**config.mk**
```make
export PLATFORM = sky130hd
export DESIGN_NAME = md5_byte_stream_hasher_unit_flat
export DESIGN_NICKNAME = d
export VERILOG_FILES = /design/src/hw/rtl/md5h_pkg.sv /design/src/hw/rtl/md5h_if.sv /design/src/hw/rtl/md5_byte_stream_hasher_unit.sv /design/src/flat_wrapper.sv
export SDC_FILE = /design/constraint.sdc
export NUM_CORES = 2
export LEC_CHECK = 0
export BUFFER_PORTS_ARGS = -buffer_cell sky130_fd_sc_hd__clkbuf_2
export CELL_PAD_IN_SITES_DETAIL_PLACEMENT = 0
export CELL_PAD_IN_SITES_GLOBAL_PLACEMENT = 1
export CORE_MARGIN = 10
export CORE_UTILIZATION = 47
export DETAILED_ROUTE_END_ITERATION = 10
export HOLD_SLACK_MARGIN = 0.1
export PLACE_DENSITY = 0.74
export SYNTH_ARGS = -nofsm -noshare
export SYNTH_HDL_FRONTEND = slang
export SYNTH_SLANG_ARGS = --single-unit
```
**constraint.sdc**
```tcl
create_clock -name clk -period 8.8 [get_ports clk]
set_input_delay 0.44 -clock clk [delete_from_list [all_inputs] [get_ports clk]]
set_output_delay 0.44 -clock clk [all_outputs]
set_load 0.01 [all_outputs]
```
**src/hw/rtl/md5h_pkg.sv**
```systemverilog
`default_nettype none
// ----------------------------------------------------------------------------
// MD5 hasher package
// Round constants, shift amounts, message word schedule and chaining init.
// ----------------------------------------------------------------------------
package md5h_pkg;

	localparam int unsigned NumWords = 4;

	localparam logic [31:0] CHAIN_INIT [NumWords] = '{
		32'h67452301, 32'hefcdab89, 32'h98badcfe, 32'h10325476
	};

	localparam logic [7:0] PAD_MARK = 8'h80;

	localparam logic [31:0] SINE_TAB [64] = '{
		32'hd76aa478, 32'he8c7b756, 32'h242070db, 32'hc1bdceee,
		32'hf57c0faf, 32'h4787c62a, 32'ha8304613, 32'hfd469501,
		32'h698098d8, 32'h8b44f7af, 32'hffff5bb1, 32'h895cd7be,
		32'h6b901122, 32'hfd987193, 32'ha679438e, 32'h49b40821,
		32'hf61e2562, 32'hc040b340, 32'h265e5a51, 32'he9b6c7aa,
		32'hd62f105d, 32'h02441453, 32'hd8a1e681, 32'he7d3fbc8,
		32'h21e1cde6, 32'hc33707d6, 32'hf4d50d87, 32'h455a14ed,
		32'ha9e3e905, 32'hfcefa3f8, 32'h676f02d9, 32'h8d2a4c8a,
		32'hfffa3942, 32'h8771f681, 32'h6d9d6122, 32'hfde5380c,
		32'ha4beea44, 32'h4bdecfa9, 32'hf6bb4b60, 32'hbebfbc70,
		32'h289b7ec6, 32'heaa127fa, 32'hd4ef3085, 32'h04881d05,
		32'hd9d4d039, 32'he6db99e5, 32'h1fa27cf8, 32'hc4ac5665,
		32'hf4292244, 32'h432aff97, 32'hab9423a7, 32'hfc93a039,
		32'h655b59c3, 32'h8f0ccc92, 32'hffeff47d, 32'h85845dd1,
		32'h6fa87e4f, 32'hfe2ce6e0, 32'ha3014314, 32'h4e0811a1,
		32'hf7537e82, 32'hbd3af235, 32'h2ad7d2bb, 32'heb86d391
	};

	localparam logic [4:0] ROT_TAB [16] = '{
		5'd7, 5'd12, 5'd17, 5'd22, 5'd5, 5'd9, 5'd14, 5'd20,
		5'd4, 5'd11, 5'd16, 5'd23, 5'd6, 5'd10, 5'd15, 5'd21
	};

	typedef struct packed {
		logic [7:0] data_byte;
		logic       has_byte;
		logic       last_byte;
	} md5h_msg_t;

	typedef struct packed {
		logic [31:0] digest_word;
		logic [1:0]  word_index;
		logic        last_word;
	} md5h_dig_t;

	function automatic logic [3:0] md5h_msg_idx(input logic [5:0] r);
		logic [7:0] rx;
		logic [7:0] t;
		rx = {2'b00, r};
		unique case (r[5:4])
			2'd0: t = rx;
			2'd1: t = (rx << 2) + rx + 8'd1;
			2'd2: t = (rx << 1) + rx + 8'd5;
			2'd3: t = (rx << 3) - rx;
			default: t = rx;
		endcase
		return t[3:0];
	endfunction

	function automatic logic [4:0] md5h_rot(input logic [5:0] r);
		return ROT_TAB[{r[5:4], r[1:0]}];
	endfunction

	function automatic logic [31:0] md5h_rol(input logic [31:0] x, input logic [4:0] s);
		logic [63:0] d;
		d = {x, x} << s;
		return d[63:32];
	endfunction

endpackage
`default_nettype wire

```
**src/hw/rtl/md5h_if.sv**
```systemverilog
`default_nettype none
// ----------------------------------------------------------------------------
// MD5 hasher channels
// Message byte channel and digest word channel, valid/ready handshake.
// ----------------------------------------------------------------------------
interface md5h_msg_if;
	logic       valid;
	logic       ready;
	logic [7:0] data_byte;
	logic       has_byte;
	logic       last_byte;

	modport source (output valid, data_byte, has_byte, last_byte, input ready);
	modport sink   (input valid, data_byte, has_byte, last_byte, output ready);
endinterface

interface md5h_dig_if;
	logic        valid;
	logic        ready;
	logic [31:0] digest_word;
	logic [1:0]  word_index;
	logic        last_word;

	modport source (output valid, digest_word, word_index, last_word, input ready);
	modport sink   (input valid, digest_word, word_index, last_word, output ready);
endinterface
`default_nettype wire

```
**src/hw/rtl/md5_byte_stream_hasher_unit.sv**
```systemverilog
`default_nettype none
// ----------------------------------------------------------------------------
// MD5 byte stream hasher
// Packs message bytes into a 16x32 block memory, runs one MD5 round per
// cycle and streams out the four digest words at the end of each message.
//
// msg: one word per byte; has_byte marks a message byte, last_byte closes
//   the message (a word with has_byte low and last_byte high ends it with no
//   extra byte). A byte that is not last and does not fill the block keeps msg.ready high.
// digest: four words A, B, C, D, last_word set on D, each held in an output
//   register until taken.
// A filled block holds msg.ready low through 64 rounds fed from the
//   block memory through a two-stage read and constant-add path, plus the
//   chaining add. Closing a message costs one or two padded blocks and
//   then four digest words, one per cycle while the receiver takes them; a
//   stalled receiver holds the block in that phase.
// Reset loads the MD5 initial chaining words and clears the byte count;
//   the block memory is not cleared, padding masks unwritten bytes.
// ----------------------------------------------------------------------------
module md5_byte_stream_hasher_unit (
	input  wire          clk,
	input  wire          arst_n,
	md5h_msg_if.sink     msg,
	md5h_dig_if.source   digest
);
	import md5h_pkg::*;

	typedef enum logic [3:0] {
		ST_IDLE = 4'b0001,
		ST_COMP = 4'b0010,
		ST_ADD  = 4'b0100,
		ST_EMIT = 4'b1000
	} state_t;

	state_t      state_q;
	logic [6:0]  cnt_q;
	logic [6:0]  lim_q;
	logic        mark_q;
	logic        len_q;
	logic        fin_q;
	logic        pad2_q;
	logic        done_q;
	logic [63:0] count_q;
	logic [31:0] chain_q [NumWords];
	logic [31:0] wa_q, wb_q, wc_q, wd_q;
	logic [1:0]  idx_q;
	logic        ov_q;
	md5h_dig_t   out_q;

	logic [31:0] blk_mem_q [16];
	logic [31:0] rdata_s1;
	logic [3:0]  sel_s1;
	logic [31:0] kw_s2;

	logic        msg_acc;
	logic [5:0]  pos_cur;
	logic [5:0]  pos_fin;
	logic [5:0]  r1, r2;
	logic [3:0]  rd_sel;
	logic [63:0] bit_len;
	logic [31:0] w_sub;
	logic [31:0] f_val;
	logic [31:0] rnd_sum;
	logic [31:0] nb;
	logic [31:0] add_a, add_b, add_c, add_d;
	logic        out_ld;

	assign msg.ready      = (state_q == ST_IDLE);
	assign msg_acc        = msg.valid && msg.ready;
	assign pos_cur        = count_q[5:0];
	assign pos_fin        = pos_cur + {5'd0, msg.has_byte};
	assign r1             = cnt_q[5:0] - 6'd1;
	assign r2             = cnt_q[5:0] - 6'd2;
	assign rd_sel         = md5h_msg_idx(cnt_q[5:0]);
	assign bit_len        = {count_q[60:0], 3'b000};

	assign digest.valid       = ov_q;
	assign digest.digest_word = out_q.digest_word;
	assign digest.word_index  = out_q.word_index;
	assign digest.last_word   = out_q.last_word;
	assign out_ld             = (state_q == ST_EMIT) && (!ov_q || digest.ready);

	// substitute padding and length bytes over the block memory word
	always_comb begin
		logic [6:0] j;
		w_sub = '0;
		for (int k = 0; k < 4; k++) begin
			j = {1'b0, sel_s1, 2'(k)};
			if (j < lim_q) begin
				w_sub[8*k +: 8] = rdata_s1[8*k +: 8];
			end else if (mark_q && (j == lim_q)) begin
				w_sub[8*k +: 8] = PAD_MARK;
			end else if (len_q && (sel_s1[3:1] == 3'b111)) begin
				w_sub[8*k +: 8] = bit_len[{sel_s1[0], 2'(k), 3'b000} +: 8];
			end else begin
				w_sub[8*k +: 8] = 8'h00;
			end
		end
	end

	always_comb begin
		unique case (r2[5:4])
			2'd0: f_val = (wb_q & wc_q) | (~wb_q & wd_q);
			2'd1: f_val = (wd_q & wb_q) | (~wd_q & wc_q);
			2'd2: f_val = wb_q ^ wc_q ^ wd_q;
			2'd3: f_val = wc_q ^ (wb_q | ~wd_q);
			default: f_val = '0;
		endcase
		rnd_sum = wa_q + f_val + kw_s2;
		nb      = wb_q + md5h_rol(rnd_sum, md5h_rot(r2));
	end

	assign add_a = chain_q[0] + wa_q;
	assign add_b = chain_q[1] + wb_q;
	assign add_c = chain_q[2] + wc_q;
	assign add_d = chain_q[3] + wd_q;

	// block memory and round feed path
	always_ff @(posedge clk) begin
		if (msg_acc && msg.has_byte) begin
			blk_mem_q[count_q[5:2]][{count_q[1:0], 3'b000} +: 8] <= msg.data_byte;
		end
		rdata_s1 <= blk_mem_q[rd_sel];
		sel_s1   <= rd_sel;
		kw_s2    <= SINE_TAB[r1] + w_sub;
	end

	always_ff @(posedge clk or negedge arst_n) begin
		if (!arst_n) begin
			state_q <= ST_IDLE;
			cnt_q   <= '0;
			lim_q   <= '0;
			mark_q  <= 1'b0;
			len_q   <= 1'b0;
			fin_q   <= 1'b0;
			pad2_q  <= 1'b0;
			done_q  <= 1'b0;
			count_q <= '0;
			for (int i = 0; i < NumWords; i++) chain_q[i] <= CHAIN_INIT[i];
			wa_q    <= '0;
			wb_q    <= '0;
			wc_q    <= '0;
			wd_q    <= '0;
			idx_q   <= '0;
			ov_q    <= 1'b0;
			out_q   <= '0;
		end else begin
			if (out_ld) begin
				ov_q              <= 1'b1;
				out_q.digest_word <= chain_q[idx_q];
				out_q.word_index  <= idx_q;
				out_q.last_word   <= (idx_q == 2'd3);
			end else if (digest.ready) begin
				ov_q <= 1'b0;
			end

			unique case (state_q)
				ST_IDLE: begin
					if (msg_acc) begin
						if (msg.has_byte) count_q <= count_q + 64'd1;
						wa_q <= chain_q[0];
						wb_q <= chain_q[1];
						wc_q <= chain_q[2];
						wd_q <= chain_q[3];
						cnt_q <= '0;
						if (msg.has_byte && (pos_cur == 6'd63)) begin
							lim_q   <= 7'd64;
							mark_q  <= 1'b0;
							len_q   <= 1'b0;
							fin_q   <= msg.last_byte;
							state_q <= ST_COMP;
						end else if (msg.last_byte) begin
							lim_q   <= {1'b0, pos_fin};
							mark_q  <= 1'b1;
							len_q   <= (pos_fin < 6'd56);
							pad2_q  <= (pos_fin >= 6'd56);
							done_q  <= (pos_fin < 6'd56);
							state_q <= ST_COMP;
						end
					end
				end
				ST_COMP: begin
					cnt_q <= cnt_q + 7'd1;
					if (cnt_q >= 7'd2) begin
						wa_q <= wd_q;
						wd_q <= wc_q;
						wc_q <= wb_q;
						wb_q <= nb;
					end
					if (cnt_q == 7'd65) state_q <= ST_ADD;
				end
				ST_ADD: begin
					chain_q[0] <= add_a;
					chain_q[1] <= add_b;
					chain_q[2] <= add_c;
					chain_q[3] <= add_d;
					wa_q  <= add_a;
					wb_q  <= add_b;
					wc_q  <= add_c;
					wd_q  <= add_d;
					cnt_q <= '0;
					priority if (fin_q) begin
						fin_q   <= 1'b0;
						lim_q   <= {1'b0, pos_cur};
						mark_q  <= 1'b1;
						len_q   <= (pos_cur < 6'd56);
						pad2_q  <= (pos_cur >= 6'd56);
						done_q  <= (pos_cur < 6'd56);
						state_q <= ST_COMP;
					end else if (pad2_q) begin
						pad2_q  <= 1'b0;
						lim_q   <= '0;
						mark_q  <= 1'b0;
						len_q   <= 1'b1;
						done_q  <= 1'b1;
						state_q <= ST_COMP;
					end else if (done_q) begin
						done_q  <= 1'b0;
						idx_q   <= '0;
						state_q <= ST_EMIT;
					end else begin
						state_q <= ST_IDLE;
					end
				end
				ST_EMIT: begin
					if (out_ld) begin
						idx_q <= idx_q + 2'd1;
						if (idx_q == 2'd3) begin
							for (int i = 0; i < NumWords; i++) chain_q[i] <= CHAIN_INIT[i];
							count_q <= '0;
							state_q <= ST_IDLE;
						end
					end
				end
				default: state_q <= ST_IDLE;
			endcase
		end
	end

endmodule
`default_nettype wire

```
**src/flat_wrapper.sv**
```systemverilog
// flat-port wrapper written by rule: the top's interface ports become plain ports
module md5_byte_stream_hasher_unit_flat import md5h_pkg::*;
  (clk, arst_n, msg_valid, msg_data_byte, msg_has_byte, msg_last_byte, msg_ready, digest_valid, digest_digest_word, digest_word_index, digest_last_word, digest_ready);
  md5h_msg_if msg_i ();
  md5h_dig_if digest_i ();
  input  wire clk;
  input  wire arst_n;
  input wire logic [$bits(msg_i.valid)-1:0] msg_valid;
  input wire logic [$bits(msg_i.data_byte)-1:0] msg_data_byte;
  input wire logic [$bits(msg_i.has_byte)-1:0] msg_has_byte;
  input wire logic [$bits(msg_i.last_byte)-1:0] msg_last_byte;
  output wire logic [$bits(msg_i.ready)-1:0] msg_ready;
  output wire logic [$bits(digest_i.valid)-1:0] digest_valid;
  output wire logic [$bits(digest_i.digest_word)-1:0] digest_digest_word;
  output wire logic [$bits(digest_i.word_index)-1:0] digest_word_index;
  output wire logic [$bits(digest_i.last_word)-1:0] digest_last_word;
  input wire logic [$bits(digest_i.ready)-1:0] digest_ready;
  assign msg_i.valid = msg_valid;
  assign msg_i.data_byte = msg_data_byte;
  assign msg_i.has_byte = msg_has_byte;
  assign msg_i.last_byte = msg_last_byte;
  assign msg_ready = msg_i.ready;
  assign digest_valid = digest_i.valid;
  assign digest_digest_word = digest_i.digest_word;
  assign digest_word_index = digest_i.word_index;
  assign digest_last_word = digest_i.last_word;
  assign digest_i.ready = digest_ready;
  md5_byte_stream_hasher_unit u_core (.clk(clk), .arst_n(arst_n), .msg(msg_i), .digest(digest_i));
endmodule
```
==> results.tsv <==
metric	value	unit
post-route minimum period	8.39	ns
Synth Instances	5579	
Worst Hold Depth	3	
Initial DRC Count	5364	
flop2flop setup slack	0.41	ns
Post-DRT Antenna Nets	0	
CP required	9.41	ns
Critical Path AT	9.00	ns
IO Pins	51	
Slew Limit Fails	0	
1st-pass router iterations	9	
EDFF count, synth	512	
input/output buffers	50	
Hold Crit Endpoint	u_core.lim_q[6]$_DFFE_PN0P_	
Synth Register Bits	958	
WL/cell	24.9	um
Setup crit end kind	flop	
total CTS buffers	101	
cell row count	129	
dpl hpwl	128000	um
Non-Filler Instances	7293	
DR vias	45600	
Worst Hold Class	input port to flop	
Nets	5889	
GRT Total Usage	0.257	
r2r endpoint	u_core.wb_q[31]$_DFFE_PN0P_	
Via density	6.25	
status	finished, final reports clean	
number of antenna violations at the first check in global routing	8	
core area	124000	um^2
DP Cell Count	7078	
width of the die	373	um
Net Count, Synth	5899	
Crit Reg-Reg Startpoint	u_core.cnt_q[3]$_DFFE_PN0P_	
slew of the pin with the lowest slew margin	1.37	ns
synthesized area	58400	um^2
Critical Path Max Stage Delay	0.51	ns
largest net degree at the start of global routing	160	
skew final	0.0729	ns
CP most frequent cell	buf_4	
Yosys top cell area share	0.263	
die area	139000	um^2
clock latency on the worst-skew pair	0.76	ns
vias in the first global route	43000	
die extent in y	373	um
max_slew headroom	0.0776	
GPL Wtd Cong	0.925	
Async SR Flop Fraction	0.395	
maximum buffer depth of the clock tree	3	
final worst-path cycle share	0.954	
Synth area leader	edfxtp_1	
distinct cell type count after synthesis	98	
maximum fanout along the worst path	19	
Setup CP Type	flop to flop	
DR DRC count	0	
P&R area growth vs syn	11.1	%
first-pass GRT wire length	275000	um
Sink Count	958	
most frequent cells in the layout	nand2_1 (535), nor2_1 (527), edfxtp_1 (512), o21ai_0 (340), a21oi_1 (330)	
layout cells sized above 1	0.149	
RSZ-0062 raised after global routing	yes	
fmax	119	MHz
hold path startpoint	msg_has_byte	
final setup fails	0	
final wirelength	182000	um
Post-synth top flop	edfxtp_1	
TritonCTS clock tree	built	
total gr overflow	0	
CTS Root Cell	clkbuf_16	
Seq/Total Area, Yosys	0.450	
CTS clock-pin slew for the worst setup and hold paths	0.06	ns
slowest CP cell	mux4_2	
Max H-tree Level	3	
cells on worst reg2reg path	41	
most common cell after layout, fill and taps aside	nand2_1	
yosys warns	0	
Starting Density	0.473	
final hold vios	0	
Syn Area/Cell	10.5	um^2
Max-cap violations	0	
main area contributors after synthesis	edfxtp_1 (26%), dfrtp_1 (13%), mux4_2 (6.4%)	
Worst setup SP type	flop	
==> synthesized netlist by cell type (120+ instances only) <==
library cell / count
xnor2_1: 210
dfrtp_1: 313
nor2_1: 529
ha_1: 263
mux4_2: 165
clkbuf_1: 263
a21o_1: 120
inv_1: 193
nand2_1: 537
edfxtp_1: 512
o21ai_0: 351
mux2i_1: 125
a21oi_1: 347
==> logic make-up after synthesis <==
family,share of synthesized area
fa+ha+maj,0.0711
xor+xnor,0.0479
mux,0.104
buf+inv,0.0355
flops,0.450
compound gates,0.175
simple gates,0.117
==> per-layer routing <==
metal,vias to the layer above,wire length (um),track usage
li1,20800,-,-
met1,22700,83500,0.386
met2,1770,78900,0.376
met3,250,15200,0.0497
met4,4,4230,0.0679
met5,-,25,0
==> area by class of cell <==
type | instances | area [um^2]
antenna | 2 | 5.00
clock buffer | 149 | 2880
clock inverter | 39 | 430
fill | 11000 | 58700
inverter | 198 | 744
multi-input combinational | 4076 | 30700
sequential | 958 | 26300
tap | 1637 | 2050
timing repair buffer | 234 | 1860
==> stage by stage <==
step	TNS [ns]	hold slack (ns)	utilization	instance area, um^2	worst slack (ns)
5_1_grt	-0.109	0.137	0.525	64900	-0.0756
4_1_cts	0	0.101	0.520	64300	0.00309
6_report	0	0.164	0.525	64900	0.406
3_3_place_gp	-0.214	0.467	0.492	60900	-0.0723
3_5_place_dp	-0.829	0.471	0.492	60900	-0.227
2_1_floorplan	0	0.144	-	58400	0.0766
==> timing repair <==
action                                  in CTS  in global routing
endpoints found under the setup margin       7                 13
pin swaps                                    2                 23
hold endpoints to repair                    71                  0
setup buffers                                2                 16
gates resized for setup                      8                 87
cloned                                       0                  5
hold buffers                                 2                  0
==> state kept, by name, indices dropped and copies added, names as in the netlist, 4 cells and up <==
register	count
u_core.blk_mem_q	512
u_core.chain_q	128
u_core.cnt_q	7
u_core.count_q	61
u_core.digest.digest_word	32
u_core.kw_s2	32
u_core.lim_q	7
u_core.rdata_s1	32
u_core.sel_s1	4
u_core.state_q	4
u_core.wa_q	32
u_core.wb_q	32
u_core.wc_q	32
u_core.wd_q	32
==> worst max-delay path by stage <==
stage / startpoint / endpoint / slack, ns / cells after the start
finish: u_core.cnt_q[3]$_DFFE_PN0P_ / u_core.wb_q[31]$_DFFE_PN0P_ / 0.41 / 41
global route: u_core.cnt_q[2]$_DFFE_PN0P_ / u_core.wb_q[31]$_DFFE_PN0P_ / -0.08 / 42
CTS: u_core.cnt_q[2]$_DFFE_PN0P_ / u_core.wb_q[31]$_DFFE_PN0P_ / 0.003 / 41
detailed placement: u_core.cnt_q[2]$_DFFE_PN0P_ / u_core.wb_q[31]$_DFFE_PN0P_ / -0.23 / 39
global placement: u_core.cnt_q[2]$_DFFE_PN0P_ / u_core.wb_q[30]$_DFFE_PN0P_ / -0.07 / 39
floorplan: u_core.cnt_q[2]$_DFFE_PN0P_ / u_core.wb_q[31]$_DFFE_PN0P_ / 0.08 / 38
==> critical path: cells and delay by family (launching register included) <==
kind	cells	cell delay [ns]
XOR/XNOR	3	0.54
flip-flops	1	0.39
AO/OA/AOI/OAI	18	3.20
adder cells (fa/ha/maj)	4	1.18
multiplexers	3	0.89
AND/OR/NAND/NOR	2	0.26
buffers and inverters	11	1.81
Power is left out: the tool's default activity adds up to more than one toggle a clock period on the data nets, which glitch-free logic cannot reach.
